==> config.mk <==
export PLATFORM = sky130hd
export DESIGN_NAME = length_prefixed_decimal_parser_flat
export DESIGN_NICKNAME = d
export VERILOG_FILES = /design/src/sv/lpdp_pkg.sv /design/src/sv/lpdp_req_if.sv /design/src/sv/lpdp_rsp_if.sv /design/src/sv/length_prefixed_decimal_parser.sv /design/src/flat_wrapper.sv
export SDC_FILE = /design/constraint.sdc
export NUM_CORES = 1
export LEC_CHECK = 0
export BUFFER_PORTS_ARGS = -buffer_cell sky130_fd_sc_hd__buf_2
export CAP_MARGIN = 10
export CORE_MARGIN = 3
export CORE_UTILIZATION = 42
export DETAILED_ROUTE_END_ITERATION = 10
export GPL_TIMING_DRIVEN = 0
export PLACE_DENSITY = 0.56
export SLEW_MARGIN = 10
export SYNTH_ARGS = -nofsm -noshare
export SYNTH_HDL_FRONTEND = slang
export SYNTH_SLANG_ARGS = --single-unit
==> constraint.sdc <==
create_clock -name clock -period 6.6 [get_ports clock]
set_input_delay 1.32 -clock clock [delete_from_list [all_inputs] [get_ports clock]]
set_output_delay 1.32 -clock clock [all_outputs]
set_load 0.03 [all_outputs]
==> src/sv/lpdp_pkg.sv <==
// Shared types and constants for the length-prefixed decimal parser.
// No dependencies; compiled first.
package lpdp_pkg;

   localparam int BYTE_W      = 8;
   localparam int COUNT_W     = 16;
   localparam int VALUE_OUT_W = 32;
   localparam int ERR_W       = 2;
   localparam int DIGIT_W     = 4;

   // Default width of the signed value range that is accepted
   localparam int VALUE_WIDTH_DEFAULT = 32;

   typedef enum logic [ERR_W-1:0] {
      ERR_NONE      = 2'd0,
      ERR_NO_DIGITS = 2'd1,
      ERR_RANGE     = 2'd2
   } err_code_type;

   localparam logic [BYTE_W-1:0] CHAR_SPACE = 8'h20;
   localparam logic [BYTE_W-1:0] CHAR_TAB   = 8'h09;
   localparam logic [BYTE_W-1:0] CHAR_CR    = 8'h0D;
   localparam logic [BYTE_W-1:0] CHAR_PLUS  = 8'h2B;
   localparam logic [BYTE_W-1:0] CHAR_MINUS = 8'h2D;
   localparam logic [BYTE_W-1:0] CHAR_ZERO  = 8'h30;
   localparam logic [BYTE_W-1:0] CHAR_NINE  = 8'h39;

   localparam logic [DIGIT_W-1:0] DECIMAL_BASE = 4'd10;

endpackage

==> src/sv/lpdp_req_if.sv <==
// Input channel of the parser: one message byte per item.
// Depends on lpdp_pkg for field widths.
interface lpdp_req_if;
   logic                             valid;
   logic                             ready;
   logic [lpdp_pkg::BYTE_W-1:0]      data_byte;
   logic                             message_start;
   logic [lpdp_pkg::COUNT_W-1:0]     field_count;

   modport source (output valid, output data_byte, output message_start,
                   output field_count, input ready);
   modport sink   (input valid, input data_byte, input message_start,
                   input field_count, output ready);
endinterface

==> src/sv/lpdp_rsp_if.sv <==
// Result channel of the parser: one parsed field per item.
// Depends on lpdp_pkg for field widths.
interface lpdp_rsp_if;
   logic                                valid;
   logic                                ready;
   logic signed [lpdp_pkg::VALUE_OUT_W-1:0] value;
   logic [lpdp_pkg::ERR_W-1:0]          error_code;
   logic [lpdp_pkg::COUNT_W-1:0]        field_number;
   logic                                last_field;

   modport source (output valid, output value, output error_code,
                   output field_number, output last_field, input ready);
   modport sink   (input valid, input value, input error_code,
                   input field_number, input last_field, output ready);
endinterface

==> src/sv/length_prefixed_decimal_parser.sv <==
// Top level of the length-prefixed decimal parser.
// Depends on lpdp_pkg, lpdp_req_if and lpdp_rsp_if.
//
// Usage:
//   req_ch carries a message one byte per item. message_start marks the
//   first byte of a message and field_count, sampled with it, gives the
//   number of fields. Each field is a two-byte big-endian length and that
//   many ASCII bytes (csr field_mode 0), or two skipped bytes and one digit
//   byte (field_mode 1). The field text is read like a C string-to-int:
//   leading blanks, optional sign, digits up to the first non-digit.
//   rsp_ch gives one item per field with value, error_code (none, no
//   digits, out of range), field_number and last_field.
//   csr_wr_en/csr_wr_data write field_mode; write it only while idle.
// Timing:
//   A byte lands in the input register, then the parse logic updates the
//   field state and loads the result register, which drives rsp_ch. One
//   byte is taken per cycle while rsp_ch is not stalled; the multiply-by-ten
//   accumulate on the magnitude sits in the parse logic between the two
//   registers.
// Reset and stall:
//   Synchronous reset clears both registers' valid flags and returns the
//   parser to idle with field_mode 0. While a result waits on rsp_ch, one
//   more byte is held in the input register, then req_ch.ready drops.
module length_prefixed_decimal_parser #(
   parameter int VALUE_WIDTH = lpdp_pkg::VALUE_WIDTH_DEFAULT
) (
   input  logic        clock,
   input  logic        reset,
   lpdp_req_if.sink    req_ch,
   lpdp_rsp_if.source  rsp_ch,
   input  logic        csr_wr_en,
   input  logic        csr_wr_data
);

   localparam int PROD_W = VALUE_WIDTH + lpdp_pkg::DIGIT_W;
   localparam int EXT_W  = 64;
   localparam logic [VALUE_WIDTH-1:0] MAG_LIMIT = {1'b1, {(VALUE_WIDTH-1){1'b0}}};

   typedef enum logic [1:0] {
      PH_IDLE, PH_LEN_HI, PH_LEN_LO, PH_BODY
   } phase_type;

   typedef enum logic [1:0] {
      ST_SPACE, ST_SIGN, ST_DIGITS, ST_DONE
   } stage_type;

   // Configuration
   logic field_mode_ff;

   // Input register
   logic                               in_valid_ff;
   logic [lpdp_pkg::BYTE_W-1:0]        in_byte_ff;
   logic                               in_start_ff;
   logic [lpdp_pkg::COUNT_W-1:0]       in_count_ff;

   // Field state
   phase_type                          phase_ff, phase_in;
   logic [lpdp_pkg::BYTE_W-1:0]        length_high_ff, length_high_in;
   logic [lpdp_pkg::COUNT_W-1:0]       bytes_left_ff, bytes_left_in;
   logic [lpdp_pkg::COUNT_W-1:0]       fields_left_ff, fields_left_in;
   logic [lpdp_pkg::COUNT_W-1:0]       field_index_ff, field_index_in;
   logic [VALUE_WIDTH-1:0]             magnitude_ff, magnitude_in;
   logic                               is_negative_ff, is_negative_in;
   stage_type                          stage_ff, stage_in;
   logic                               overflowed_ff, overflowed_in;
   logic                               saw_digit_ff, saw_digit_in;

   // Result register
   logic                               rsp_valid_ff, rsp_valid_in;
   logic [lpdp_pkg::VALUE_OUT_W-1:0]   value_ff;
   lpdp_pkg::err_code_type             error_code_ff;
   logic [lpdp_pkg::COUNT_W-1:0]       field_number_ff;
   logic                               last_field_ff;

   // Parse results of the current byte
   logic                               proceed;
   logic                               res_hit;
   logic [lpdp_pkg::VALUE_OUT_W-1:0]   res_value;
   lpdp_pkg::err_code_type             res_error;
   logic [lpdp_pkg::COUNT_W-1:0]       res_number;
   logic                               res_last;

   assign proceed       = in_valid_ff && (!rsp_valid_ff || rsp_ch.ready);
   assign req_ch.ready  = !in_valid_ff || proceed;

   assign rsp_ch.valid        = rsp_valid_ff;
   assign rsp_ch.value        = value_ff;
   assign rsp_ch.error_code   = error_code_ff;
   assign rsp_ch.field_number = field_number_ff;
   assign rsp_ch.last_field   = last_field_ff;

   always_comb begin
      phase_type                   eff_phase;
      logic [lpdp_pkg::BYTE_W-1:0] b;
      logic [lpdp_pkg::DIGIT_W-1:0] d;
      logic                        is_digit;
      logic                        is_blank;
      logic                        finish;
      logic [PROD_W-1:0]           prod;
      logic [VALUE_WIDTH-1:0]      signed_val;
      logic [EXT_W-1:0]            ext_val;
      logic                        out_of_range;

      b        = in_byte_ff;
      d        = b[lpdp_pkg::DIGIT_W-1:0];
      is_digit = (b inside {[lpdp_pkg::CHAR_ZERO:lpdp_pkg::CHAR_NINE]});
      is_blank = (b == lpdp_pkg::CHAR_SPACE) ||
                 (b inside {[lpdp_pkg::CHAR_TAB:lpdp_pkg::CHAR_CR]});
      finish       = 1'b0;
      prod         = '0;
      signed_val   = '0;
      ext_val      = '0;
      out_of_range = 1'b0;

      phase_in       = phase_ff;
      length_high_in = length_high_ff;
      bytes_left_in  = bytes_left_ff;
      fields_left_in = fields_left_ff;
      field_index_in = field_index_ff;
      magnitude_in   = magnitude_ff;
      is_negative_in = is_negative_ff;
      stage_in       = stage_ff;
      overflowed_in  = overflowed_ff;
      saw_digit_in   = saw_digit_ff;

      res_value  = '0;
      res_error  = lpdp_pkg::ERR_NONE;
      res_number = field_index_ff;
      res_last   = 1'b0;

      eff_phase = phase_ff;
      // A start byte drops any message in flight and opens a new one
      if (in_start_ff) begin
         fields_left_in = in_count_ff;
         field_index_in = '0;
         bytes_left_in  = '0;
         length_high_in = '0;
         magnitude_in   = '0;
         is_negative_in = 1'b0;
         stage_in       = ST_SPACE;
         overflowed_in  = 1'b0;
         saw_digit_in   = 1'b0;
         eff_phase      = (in_count_ff == '0) ? PH_IDLE : PH_LEN_HI;
         phase_in       = eff_phase;
      end

      case (eff_phase)
         PH_LEN_HI: begin
            length_high_in = b;
            phase_in       = PH_LEN_LO;
         end
         PH_LEN_LO: begin
            magnitude_in   = '0;
            is_negative_in = 1'b0;
            stage_in       = ST_SPACE;
            overflowed_in  = 1'b0;
            saw_digit_in   = 1'b0;
            phase_in       = PH_BODY;
            if (field_mode_ff) begin
               bytes_left_in = lpdp_pkg::COUNT_W'(1);
            end else begin
               bytes_left_in = {length_high_ff, b};
               if (bytes_left_in == '0) begin
                  finish = 1'b1;
               end
            end
         end
         PH_BODY: begin
            // Multiply-by-ten accumulate; saturate once past the limit
            prod = (PROD_W'(magnitude_ff) << 3) + (PROD_W'(magnitude_ff) << 1)
                   + PROD_W'(d);
            if ((stage_ff == ST_SPACE) && is_blank) begin
               stage_in = ST_SPACE;
            end else if ((stage_ff == ST_SPACE) && (b == lpdp_pkg::CHAR_PLUS)) begin
               stage_in = ST_SIGN;
            end else if ((stage_ff == ST_SPACE) && (b == lpdp_pkg::CHAR_MINUS)) begin
               stage_in       = ST_SIGN;
               is_negative_in = 1'b1;
            end else if (stage_ff != ST_DONE) begin
               if (is_digit) begin
                  saw_digit_in = 1'b1;
                  stage_in     = ST_DIGITS;
                  if (!overflowed_ff) begin
                     if (prod > PROD_W'(MAG_LIMIT)) begin
                        overflowed_in = 1'b1;
                     end else begin
                        magnitude_in = prod[VALUE_WIDTH-1:0];
                     end
                  end
               end else begin
                  stage_in = ST_DONE;
               end
            end
            bytes_left_in = bytes_left_ff - lpdp_pkg::COUNT_W'(1);
            if (bytes_left_in == '0) begin
               finish = 1'b1;
            end
         end
         default: begin
         end
      endcase

      res_hit = finish;
      if (finish) begin
         out_of_range = overflowed_in ||
                        (is_negative_in ? (magnitude_in > MAG_LIMIT)
                                        : (magnitude_in > MAG_LIMIT - 1'b1));
         signed_val = is_negative_in ? (~magnitude_in + 1'b1) : magnitude_in;
         ext_val    = EXT_W'(signed_val);
         if (!saw_digit_in) begin
            res_error = lpdp_pkg::ERR_NO_DIGITS;
         end else if (out_of_range) begin
            res_error = lpdp_pkg::ERR_RANGE;
         end else begin
            res_value = ext_val[lpdp_pkg::VALUE_OUT_W-1:0];
         end
         res_number     = field_index_in;
         res_last       = (fields_left_in == lpdp_pkg::COUNT_W'(1));
         field_index_in = field_index_in + lpdp_pkg::COUNT_W'(1);
         fields_left_in = fields_left_in - lpdp_pkg::COUNT_W'(1);
         phase_in       = (fields_left_in == '0) ? PH_IDLE : PH_LEN_HI;
         magnitude_in   = '0;
         is_negative_in = 1'b0;
         stage_in       = ST_SPACE;
         overflowed_in  = 1'b0;
         saw_digit_in   = 1'b0;
      end

      if (proceed) begin
         rsp_valid_in = res_hit || (rsp_valid_ff && !rsp_ch.ready);
      end else begin
         rsp_valid_in = rsp_valid_ff && !rsp_ch.ready;
      end
   end

   always_ff @(posedge clock) begin
      if (reset) begin
         field_mode_ff  <= 1'b0;
         in_valid_ff    <= 1'b0;
         rsp_valid_ff   <= 1'b0;
         phase_ff       <= PH_IDLE;
         length_high_ff <= '0;
         bytes_left_ff  <= '0;
         fields_left_ff <= '0;
         field_index_ff <= '0;
         magnitude_ff   <= '0;
         is_negative_ff <= 1'b0;
         stage_ff       <= ST_SPACE;
         overflowed_ff  <= 1'b0;
         saw_digit_ff   <= 1'b0;
      end else begin
         if (csr_wr_en) begin
            field_mode_ff <= csr_wr_data;
         end
         if (req_ch.ready) begin
            in_valid_ff <= req_ch.valid;
         end
         rsp_valid_ff <= rsp_valid_in;
         if (proceed) begin
            phase_ff       <= phase_in;
            length_high_ff <= length_high_in;
            bytes_left_ff  <= bytes_left_in;
            fields_left_ff <= fields_left_in;
            field_index_ff <= field_index_in;
            magnitude_ff   <= magnitude_in;
            is_negative_ff <= is_negative_in;
            stage_ff       <= stage_in;
            overflowed_ff  <= overflowed_in;
            saw_digit_ff   <= saw_digit_in;
         end
      end
   end

   // Payload registers: no reset
   always_ff @(posedge clock) begin
      if (req_ch.ready && req_ch.valid) begin
         in_byte_ff  <= req_ch.data_byte;
         in_start_ff <= req_ch.message_start;
         in_count_ff <= req_ch.field_count;
      end
      if (proceed && res_hit) begin
         value_ff        <= res_value;
         error_code_ff   <= res_error;
         field_number_ff <= res_number;
         last_field_ff   <= res_last;
      end
   end

   // An error result never carries a value
   assert property (@(posedge clock) disable iff (reset)
      (proceed && res_hit && (res_error != lpdp_pkg::ERR_NONE)) |=> (value_ff == '0))
      else $error("error result with non-zero value");

   // The final field of a message returns the parser to idle
   assert property (@(posedge clock) disable iff (reset)
      (proceed && res_hit && res_last) |=> (phase_ff == PH_IDLE))
      else $error("parser not idle after last field");

   // Input backpressure only when both registers are full and the output stalls
   assert property (@(posedge clock) disable iff (reset)
      !req_ch.ready |-> (in_valid_ff && rsp_valid_ff && !rsp_ch.ready))
      else $error("input stalled without cause");

   // A stalled result is neither lost nor overwritten
   assert property (@(posedge clock) disable iff (reset)
      (rsp_valid_ff && !rsp_ch.ready) |=> (rsp_valid_ff && $stable(field_number_ff)))
      else $error("pending result lost or overwritten");

endmodule

==> src/flat_wrapper.sv <==
// flat-port wrapper written by rule: the top's interface ports become plain ports
module length_prefixed_decimal_parser_flat 
#(
   parameter int VALUE_WIDTH = lpdp_pkg::VALUE_WIDTH_DEFAULT
)
  (clock, reset, csr_wr_en, csr_wr_data, req_ch_valid, req_ch_data_byte, req_ch_message_start, req_ch_field_count, req_ch_ready, rsp_ch_valid, rsp_ch_value, rsp_ch_error_code, rsp_ch_field_number, rsp_ch_last_field, rsp_ch_ready);
  lpdp_req_if req_ch_i ();
  lpdp_rsp_if rsp_ch_i ();
  input  logic clock;
  input  logic reset;
  input  logic csr_wr_en;
  input  logic csr_wr_data;
  input wire logic [$bits(req_ch_i.valid)-1:0] req_ch_valid;
  input wire logic [$bits(req_ch_i.data_byte)-1:0] req_ch_data_byte;
  input wire logic [$bits(req_ch_i.message_start)-1:0] req_ch_message_start;
  input wire logic [$bits(req_ch_i.field_count)-1:0] req_ch_field_count;
  output wire logic [$bits(req_ch_i.ready)-1:0] req_ch_ready;
  output wire logic [$bits(rsp_ch_i.valid)-1:0] rsp_ch_valid;
  output wire logic [$bits(rsp_ch_i.value)-1:0] rsp_ch_value;
  output wire logic [$bits(rsp_ch_i.error_code)-1:0] rsp_ch_error_code;
  output wire logic [$bits(rsp_ch_i.field_number)-1:0] rsp_ch_field_number;
  output wire logic [$bits(rsp_ch_i.last_field)-1:0] rsp_ch_last_field;
  input wire logic [$bits(rsp_ch_i.ready)-1:0] rsp_ch_ready;
  assign req_ch_i.valid = req_ch_valid;
  assign req_ch_i.data_byte = req_ch_data_byte;
  assign req_ch_i.message_start = req_ch_message_start;
  assign req_ch_i.field_count = req_ch_field_count;
  assign req_ch_ready = req_ch_i.ready;
  assign rsp_ch_valid = rsp_ch_i.valid;
  assign rsp_ch_value = rsp_ch_i.value;
  assign rsp_ch_error_code = rsp_ch_i.error_code;
  assign rsp_ch_field_number = rsp_ch_i.field_number;
  assign rsp_ch_last_field = rsp_ch_i.last_field;
  assign rsp_ch_i.ready = rsp_ch_ready;
  length_prefixed_decimal_parser #(.VALUE_WIDTH(VALUE_WIDTH)) u_core (.clock(clock), .reset(reset), .req_ch(req_ch_i), .rsp_ch(rsp_ch_i), .csr_wr_en(csr_wr_en), .csr_wr_data(csr_wr_data));
endmodule
==> results, run 1 <==
- The run finished with clean final reports.
- At the pin with the least slew margin, the transition time is 1.152 ns.
- The die is 176.3 µm tall.
- The count of state elements after synthesis is 174.
- The count of unique library cells instantiated by Yosys is 86.
- The area occupied by multi-input gates is 7645 µm².
- Counting flops with an async set or reset pin after synthesis yields a share of 0%.
- The path type of the worst setup path is flip-flop to flip-flop.
- Measured against its own limit, the worst slew margin works out to 23.19%.
- The number of cell instances on the worst register-to-register path is 20.
- After floorplanning, the core was sized to cover 28160 µm².
- Compared with the post-synthesis result, the final layout area differs by 14.20%.
- Along the worst path, the maximum fanout reaches 10.
- The H-tree generated during clock tree synthesis spans 4 levels.
- By area, the combinational part of the netlist is dominated by simple AND/OR/NAND/NOR gates.
- The critical hold path startpoint is u_core.saw_digit_ff$_SDFFE_PP0P_.
- The cell sitting at the root of the clock tree is a clkbuf_16.
- The number of antenna violations at the first check in global routing is 0.
- The CTS tree is yes.
- The wire length reported by the detailed router is about 41000 µm.
- Registers take 4247 µm².
- The post-synthesis instance area is 12170 µm².
- The filler cell count in the final layout is between 2000 and 3000.
- In the finished design, the share of the clock period the worst path needs comes to about 100%.
- Entering global routing, the biggest net connects 34 pins.
- The fraction of layout instances using a drive strength above 1 is 12.67%.
- By count the netlist is led by nor2_1, a21oi_1, nand2_1.
- The arrival time of the worst setup path is 6.69 ns.
- The die covers 31070 µm².
- The total I/O pin count is 84.
- The number of flops mapped to enable cells by yosys is 76.
- The final critical-path required period is 6.411 ns.
- The starting density of the core is 43.23%.
- In the synthesized netlist, mux cells make up 1.285% of the area.
- The post-synthesis adder-cell area fraction is between 7 and 8%.
- The number of hold violations in the final report is 0.
- The weighted congestion reported at the end of routability-driven placement is 0.9509.
- The terminating pin of the worst hold path is u_core.saw_digit_ff$_SDFFE_PP0P_.
- Between clock sinks in the finished design, the worst skew comes to roughly 0.018 ns.
- The number of global-route vias before repair is approximately 11000.
- The total via count in the routed design is 11970.
- In this run the critical register-to-register path is captured at u_core.rsp_ch.value[31]$_SDFFCE_PP0P_.
- After detailed routing, the average wire length per cell comes to 20.95 µm.
- The signal on the critical path passes through inv_1, fa_1, fa_1, nand2b_1, a21oi_4, o21ai_2, a2111oi_2, o21ai_1, a221oi_2, o211ai_1, or2_2, clkbuf_1, a21oi_4, o21ai_2, a22o_1, nor4_4, buf_4, nand3_1, or4_1, a211oi_1.
- STA classifies the critical path startpoint as a flip-flop.
- The clock passes through at most 2 buffers.
- The kind of end point of the critical path is a flip-flop.
- The data required time of the worst path is 6.88 ns.
- The die extent in x is 176.3 µm.
- The number of warnings reported in the yosys synthesis log is 0.
- The clock transition at the registers of the reported paths is roughly 0.080 ns.
- After Yosys synthesis, and, or, nand and nor cells account for a little under a quarter of the synthesized area.
- The first global-routing pass estimated 63940 µm of wire.
- Global routing finished with a remaining overflow of 0.
- The slowest stage of the critical path belongs to the cell or4_1.
- The detailed-route DRC error count is 0.
- The largest single stage delay on the critical path is 0.52 ns.
- The parity-gate share of the synthesized area counting xor and xnor cells is 5.180%.
- The floorplan row count is 61.
- In the post-synthesis netlist, the cell with the most instances is nor2_1.
- The static leakage power is approximately 5 nW.
- The finished layout holds 1980 standard cells, fillers aside.
- The violation count after the first detailed-routing iteration is 1235.
- The number of max-slew violations in the final report is 0.
- The clock network latency to the later pin of the worst-skew pair is between 0.4 and 0.5 ns.
- The register-to-register setup slack is 0.19 ns.
- The post-synthesis sequential area ratio is 34.86%.
- The number of failing setup endpoints in the final timing report is 0.
- The number of optimization iterations in the first detailed-route pass is 6.
- The total routing resource utilization after global routing is 26.40%.
- The worst hold path passes through 2 cells.
- The most used flip-flop cell after synthesis is dfxtp_1.
- The synthesized net count is approximately 1600.
- Sorting the synthesized cells by area gives the leading types as edfxtp_1, dfxtp_1, ha_1.
- The number of I/O port buffers is 82.
- The post-DP HPWL is 31540 µm.
- Dividing total power by cell area gives a power density of between 150 and 200 nW/µm².
- The number of diodes added for antenna fixing is 0.
- For this design, the sink count on the clock tree is ~170.
- The share of Yosys cell area claimed by the top area cell type is 18.75%.
- In the routed layout, each cell is associated on average with a via count of 6.045.
- Buffers inserted during clock tree synthesis total 17.
- The peak supply drop is 0.1539 mV.
- The number of placed instances, taps included, is approximately 1900.
- The startpoint identified for the worst register-to-register timing path is u_core.in_byte_ff[3]$_DFFE_PP_.
- After synthesis, the mean cell area works out to between 8 and 9 µm².
- In this run the remaining antenna-violating nets after routing total 0.
- For the final routed database, the setup TNS stands at 0 ns.
- The count of max-cap constraint violations is 0.
- The cell count after synthesis came out at ~1500.
- The leading area contributor after synthesis is edfxtp_1.
- Timing would allow up to 156.0 MHz.
- In this run the worst hold path is classified as flip-flop to flip-flop.
- The fraction of the mapped netlist area in compound gates is between 20% and 30%.
- For this run, the post-layout net count is ~1700.
worst max-delay path: cells and delay by family (launching register included):
| family | cells | cell delay [ns] |
|---|---|---|
| buf+inv | 3 | 0.56 |
| simple gates | 5 | 1.46 |
| compound gates | 10 | 2.82 |
| fa+ha+maj | 2 | 0.95 |
| flops | 1 | 0.42 |
registers in the layout, summed over array words and instances, names as in the netlist:
name and count:
u_core.rsp_ch.last_field 1, u_core.overflowed_ff 1, u_core.in_valid_ff 1, u_core.field_mode_ff 1
u_core.rsp_ch.valid 1, u_core.rsp_ch.value 32, u_core.in_byte_ff 8, u_core.in_start_ff 1
u_core.in_count_ff 16, u_core.field_index_ff 16, u_core.stage_ff 2, u_core.rsp_ch.field_number 16
u_core.length_high_ff 8, u_core.rsp_ch.error_code 2, u_core.magnitude_ff 32, u_core.is_negative_ff 1
u_core.phase_ff 2, u_core.saw_digit_ff 1, u_core.bytes_left_ff 16, u_core.fields_left_ff 16
layout make-up:
class	instances	share of cell area, %
multi-input cells	1186	54.99
clock inverters	15	1.044
well taps	378	3.402
clock buffers	17	3.060
repair buffers	91	3.528
flip-flops and latches	174	30.54
inverters	29	0.7829
plain buffers	90	2.655
what timing repair did:
action	CTS	global route
setup endpoints to repair	33	33
hold buffers	0	0
gates resized for setup	27	20
buffers inserted	5	2
pin swaps	3	4
cell families (layout without fill, tap and decap cells):
family	Yosys count	count (layout)
flops	174	174
fa+ha+maj	73	73
compound gates	425	425
mux	15	15
simple gates	601	601
buf+inv	120	242
xor+xnor	72	72
power breakdown:
part | internal [W] | total [W] | leakage [nW] | switching, W
logic | 0.0000767 | 0.000249 | 3.39 | 0.000172
registers | 0.00114 | 0.00116 | 1.39 | 0.0000227
clock network | 0.000503 | 0.000999 | 0.278 | 0.000496
total | 0.00172 | 0.00241 | 5.06 | 0.000691
cell usage in the layout, fill, tap and decap left out, types with 37 or more instances in the layout:
cell      netlist  layout
a21oi_1       129     128
dfxtp_1        98      96
nor3_1         46      44
ha_1           71      71
xnor2_1        44      44
nand3_1        55      54
nand2_1       123     123
clkbuf_1       77      71
nor2_1        223     222
o21ai_0        60      58
edfxtp_1       76      76
a22oi_1        38      37
buf_2           8      91
how the worst max path moves through the flow:
stage | endpoint | from | cells after the start | slack, ns
after floorplan | u_core.rsp_ch.value[31]$_SDFFCE_PP0P_ | u_core.in_byte_ff[3]$_DFFE_PP_ | 20 | 0.90
after global placement | u_core.rsp_ch.value[8]$_SDFFCE_PP0P_ | u_core.in_byte_ff[3]$_DFFE_PP_ | 20 | -0.86
after detailed placement | u_core.rsp_ch.value[8]$_SDFFCE_PP0P_ | u_core.in_byte_ff[3]$_DFFE_PP_ | 20 | -0.96
after CTS | u_core.rsp_ch.value[1]$_SDFFCE_PP0P_ | u_core.magnitude_ff[0]$_SDFFE_PP0P_ | 21 | 0.02
after global routing | u_core.rsp_ch.value[31]$_SDFFCE_PP0P_ | u_core.in_byte_ff[3]$_DFFE_PP_ | 20 | -0.01
final | u_core.rsp_ch.value[31]$_SDFFCE_PP0P_ | u_core.in_byte_ff[3]$_DFFE_PP_ | 20 | 0.19
metrics by stage:
stage / util, % / setup WS, ns / total power (W) / cell area (µm²) / hold slack, ns
2_1_floorplan: - / 0.9041 / 0.001340 / 12170 / 0.4364
3_3_place_gp: 46.36 / -0.8642 / 0.001423 / 13060 / 0.4609
3_5_place_dp: 46.48 / -0.9628 / 0.001425 / 13090 / 0.4695
4_1_cts: 49.04 / 0.01592 / 0.002421 / 13810 / 0.4805
5_1_grt: 49.37 / -0.01326 / 0.002494 / 13900 / 0.5077
6_report: 49.37 / 0.1886 / 0.002411 / 13900 / 0.4830
routing by layer:
| layer | vias to the layer above | share of wire, % | GRT usage (%) |
|---|---|---|---|
| met4 | 0 | 1.9 | 6.368 |
| met3 | 66 | 7.4 | 3.656 |
| li1 | 5687 | - | - |
| met5 | - | 0 | 0 |
| met2 | 484 | 43 | 39.94 |
| met1 | 5732 | 47 | 39.73 |
No activity file was read; power rests on OpenSTA's default activity.
==> run 2: changes to the inputs <==
--- a/config.mk
+++ b/config.mk
@@ -6,10 +6,11 @@
 export NUM_CORES = 1
 export LEC_CHECK = 0
 export BUFFER_PORTS_ARGS = -buffer_cell sky130_fd_sc_hd__buf_2
-export CAP_MARGIN = 10
+export CAP_MARGIN = 20
 export CORE_MARGIN = 3
 export CORE_UTILIZATION = 42
 export DETAILED_ROUTE_END_ITERATION = 10
+export GPL_ROUTABILITY_DRIVEN = 0
 export GPL_TIMING_DRIVEN = 0
 export PLACE_DENSITY = 0.56
 export SLEW_MARGIN = 10
==> constraint.sdc (replaced) <==
create_clock -name clock -period 8 [get_ports clock]
set_input_delay 1.6 -clock clock [delete_from_list [all_inputs] [get_ports clock]]
set_output_delay 1.6 -clock clock [all_outputs]
set_load 0.03 [all_outputs]
==> run 2 against run 1 <==
Global-route usage down 0.57 points. Flip-flop and latch count unchanged. Critical path depth up 1. Non-clock buffer count down 5. Sequential share of layout area up 0.46 points. Critical path type unchanged. Largest cell class unchanged. Largest power group unchanged.
==> results, run 2 (synthesized netlist as in run 1, its figures left out) <==
- The filler cell count in the final layout is 2832 (was 2800).
- The number of optimization iterations in the first detailed-route pass is 6 (unchanged).
- The power after layout came to 0.001989 W (was 0.002411 W).
- The aggregate negative setup slack came to 0 ns (unchanged).
- The peak supply drop came to 0.1506 mV (was 0.1539 mV).
- The maximum level of the CTS H-tree is 4 (unchanged).
- The average wire per standard cell is 20.35 µm (was 20.95 µm).
- The violation count after the first detailed-routing iteration is 1315 (was 1235).
- The final critical-path setup slack is 0.5123 ns (was 0.1886 ns).
- The kind of end point of the critical path is a flip-flop (unchanged).
- The total I/O pin count is 84 (unchanged).
- The count of buffering cells on the critical path with inverters included was 4 (was 3).
- The worst-case clock skew is 0.01735 ns (was 0.01761 ns).
- The clock transition at the registers of the reported paths is 0.07 ns (was 0.08 ns).
- The leading cell type in the layout, fill and taps excluded is nor2_1 (unchanged).
- The number of I/O port buffers came to 82 (unchanged).
- The first-pass GRT wire length was 62680 µm (was 63940 µm).
- The static leakage power was 4.984 nW (was 5.059 nW).
- The longest individual stage delay on the worst path is 0.55 ns (was 0.52 ns).
- The die extent in y is 176.3 µm (unchanged).
- The arrival time of the worst setup path was 7.66 ns (was 6.69 ns).
- The pre-CTS worst setup slack is 0.5398 ns (was -0.9628 ns).
- The fraction of layout instances using a drive strength above 1 is 10.27% (was 12.67%).
- The critical hold path startpoint is u_core.saw_digit_ff$_SDFFE_PP0P_ (unchanged).
- The path type of the worst setup path is flip-flop to flip-flop (unchanged).
- The number of sinks handled by clock tree synthesis is 174 (unchanged).
- The final critical-path required period is 7.488 ns (was 6.411 ns).
- The buffer type at the clock tree root is clkbuf_16 (unchanged).
- The number of cell instances on the worst register-to-register path was 21 (was 20).
- The peak fanout along the critical path is 10 (unchanged).
- The depth of the worst hold-timing path is 2 (unchanged).
- The starting density of the core is 43.23% (unchanged).
- The floorplan row count is 61 (unchanged).
- The number of antenna violations at the first check in global routing is 0 (unchanged).
- The CTS tree is yes (unchanged).
- The post-DP HPWL is 31150 µm (was 31540 µm).
- The die area is 31070 µm² (unchanged).
- The count of max-cap constraint violations is 0 (unchanged).
- The number of max-slew violations in the final report is 0 (unchanged).
- The number of failing setup endpoints in the final timing report was 0 (unchanged).
- The total routing resource utilization after global routing is 25.83% (was 26.40%).
- The power density over the cells is 145.3 nW/µm² (was 173.4 nW/µm²).
- The relative slew slack is 29.34% (was 23.19%).
- The class of the worst hold path is flip-flop to flip-flop (unchanged).
- The wire length reported by the detailed router came to 40200 µm (was 41490 µm).
- The register-to-register setup slack is 0.51 ns (was 0.19 ns).
- The maximum achievable frequency is 133.6 MHz (was 156.0 MHz).
- The flip-flop and latch area came to 4244 µm² (was 4247 µm²).
- The global route total overflow is 0 (unchanged).
- The average vias per placed instance came to 5.955 (was 6.045).
- The final worst-path cycle share is 93.60% (was 97.14%).
- The area occupied by multi-input gates is 7466 µm² (was 7645 µm²).
- Leading cell types in the layout, fill and taps excluded: nor2_1, a21oi_1, nand2_1, dfxtp_1, buf_2 (unchanged).
- The CTS buffer count came to 17 (unchanged).
- The endpoint of the worst-slack reg-to-reg timing path was u_core.rsp_ch.value[8]$_SDFFCE_PP0P_ (was u_core.rsp_ch.value[31]$_SDFFCE_PP0P_).
- Cell-by-cell trace of the critical path: inv_1, fa_1, inv_1, ha_1, a21o_1, and4_1, o21ai_1, a21boi_1, o22a_1, a221oi_1, o211a_1, nand4_1, a21oi_2, clkbuf_1, a22oi_1, o21ai_1, nor4b_1, and4_1, o21bai_1, clkbuf_1, nor2_1 (was inv_1, fa_1, fa_1, nand2b_1, a21oi_4, o21ai_2, a2111oi_2, o21ai_1, a221oi_2, o211ai_1, or2_2, clkbuf_1, a21oi_4, o21ai_2, a22o_1, nor4_4, buf_4, nand3_1, or4_1, a211oi_1).
- The final worst hold slack came to 0.4835 ns (was 0.4830 ns).
- The startpoint type of the worst setup path is a flip-flop (unchanged).
- The post-synthesis to final-layout area growth is 12.44% (was 14.20%).
- The die extent in x is 176.3 µm (unchanged).
- The number of hold violations in the final report is 0 (unchanged).
- The layout net count is 1688 (was 1693).
- The worst-margin pin slew is 1.053 ns (was 1.152 ns).
- The startpoint of the worst-slack reg-to-reg timing path is u_core.in_byte_ff[3]$_DFFE_PP_ (unchanged).
- The detailed-route DRC error count came to 0 (unchanged).
- The kind of cell adding the most delay to the critical path was compound AO/OA/AOI/OAI gates (unchanged).
- The data required time of the worst path was 8.17 ns (was 6.88 ns).
- Setup repair after global routing left no endpoint under its margin.
- Run status: finished clean (unchanged).
- The residual antenna-violating net count after detailed routing is 0 (unchanged).
- The area of the core region was 28160 µm² (unchanged).
- The number of diodes added for antenna fixing is 0 (unchanged).
- The post-CTS setup repair buffer count is 0 (was 5).
- The cell at the slowest stage of the critical path is fa_1 (was or4_1).
- The terminating pin of the worst hold path is u_core.saw_digit_ff$_SDFFE_PP0P_ (unchanged).
- The number of global-route vias before repair is 10840 (was 10980).
- The pin count of the biggest net entering global routing is 37 (was 34).
- The launching instance or port of the critical path is u_core.in_byte_ff[3]$_DFFE_PP_ (unchanged).
- The clock network latency to the later pin of the worst-skew pair is 0.45 ns (was 0.46 ns).
- The number of buffers on the longest clock path is 2 (unchanged).
- The total via count in the routed design is 11760 (was 11970).
- The number of hold-repair buffers added at the cts stage is 0 (unchanged).
==> run 2: changes by cell type in the layout (fill, tap and decap cells not counted), sizes merged <==
cell / change
buf: -7
inv: -4
clkbuf: +4
bufinv: +1
clkinvlp: +1
==> run 2: repair_timing <==
action / CTS / global route
gates resized for setup: 0 / 2
endpoints found under the hold margin: 0 / 0
endpoints found under the setup margin: 0 / 30
==> run 2: tightest hold or removal path, stage by stage, from the launching register on <==
cell	delay, ns
dfxtp_1	0.31
o21ai_0	0.07
a21oi_1	0.06
==> run 2: worst max-delay path by stage <==
stage | to | slack [ns] | cells past startpoint
detailed placement | u_core.rsp_ch.value[8]$_SDFFCE_PP0P_ | 0.54 | 20
global route | u_core.rsp_ch.value[11]$_SDFFCE_PP0P_ | 0.12 | 20
floorplan | u_core.rsp_ch.value[31]$_SDFFCE_PP0P_ | 2.30 | 20
finish | u_core.rsp_ch.value[8]$_SDFFCE_PP0P_ | 0.51 | 21
global placement | u_core.rsp_ch.value[8]$_SDFFCE_PP0P_ | 0.54 | 20
CTS | u_core.rsp_ch.value[8]$_SDFFCE_PP0P_ | 0.47 | 20
==> run 2: metrics by stage <==
step                      std cells  instance area [µm²]  utilization (%)
final                          1975                13690            48.60
after global routing           1975                13690            48.60
after CTS                      1974                13660            48.49
after detailed placement       1942                13090            46.48
after global placement         1940                13060            46.36
after floorplan                1480                12170                -
==> run 2: final cells by class <==
cell class,instances,area share (%)
Multi-Input combinational cell,1186,54.54
Clock buffer,19,3.163
Buffer,91,2.678
Inverter,29,0.7952
Clock inverter,13,0.9598
Sequential cell,174,31.01
Timing Repair Buffer,85,3.400
Tap cell,378,3.455
==> run 2: power by group <==
part           switching (W)  total (W)  leakage [nW]  internal (W)
combinational       0.000138   0.000201          3.33     0.0000623
sequential         0.0000197   0.000961          1.39      0.000941
clock               0.000391   0.000828         0.268      0.000437
total               0.000549    0.00199          4.98       0.00144
==> run 2: metal layers <==
metal | vias to the layer above | part of all wire [%] | wire, µm | GRT usage (%)
li1 | 5668 | - | - | -
met1 | 5558 | 47 | 18960 | 38.01
met2 | 459 | 42 | 16790 | 37.73
met3 | 76 | 8.3 | 3341 | 5.677
met4 | 0 | 2.8 | 1115 | 7.819
met5 | - | 0 | 0 | 0
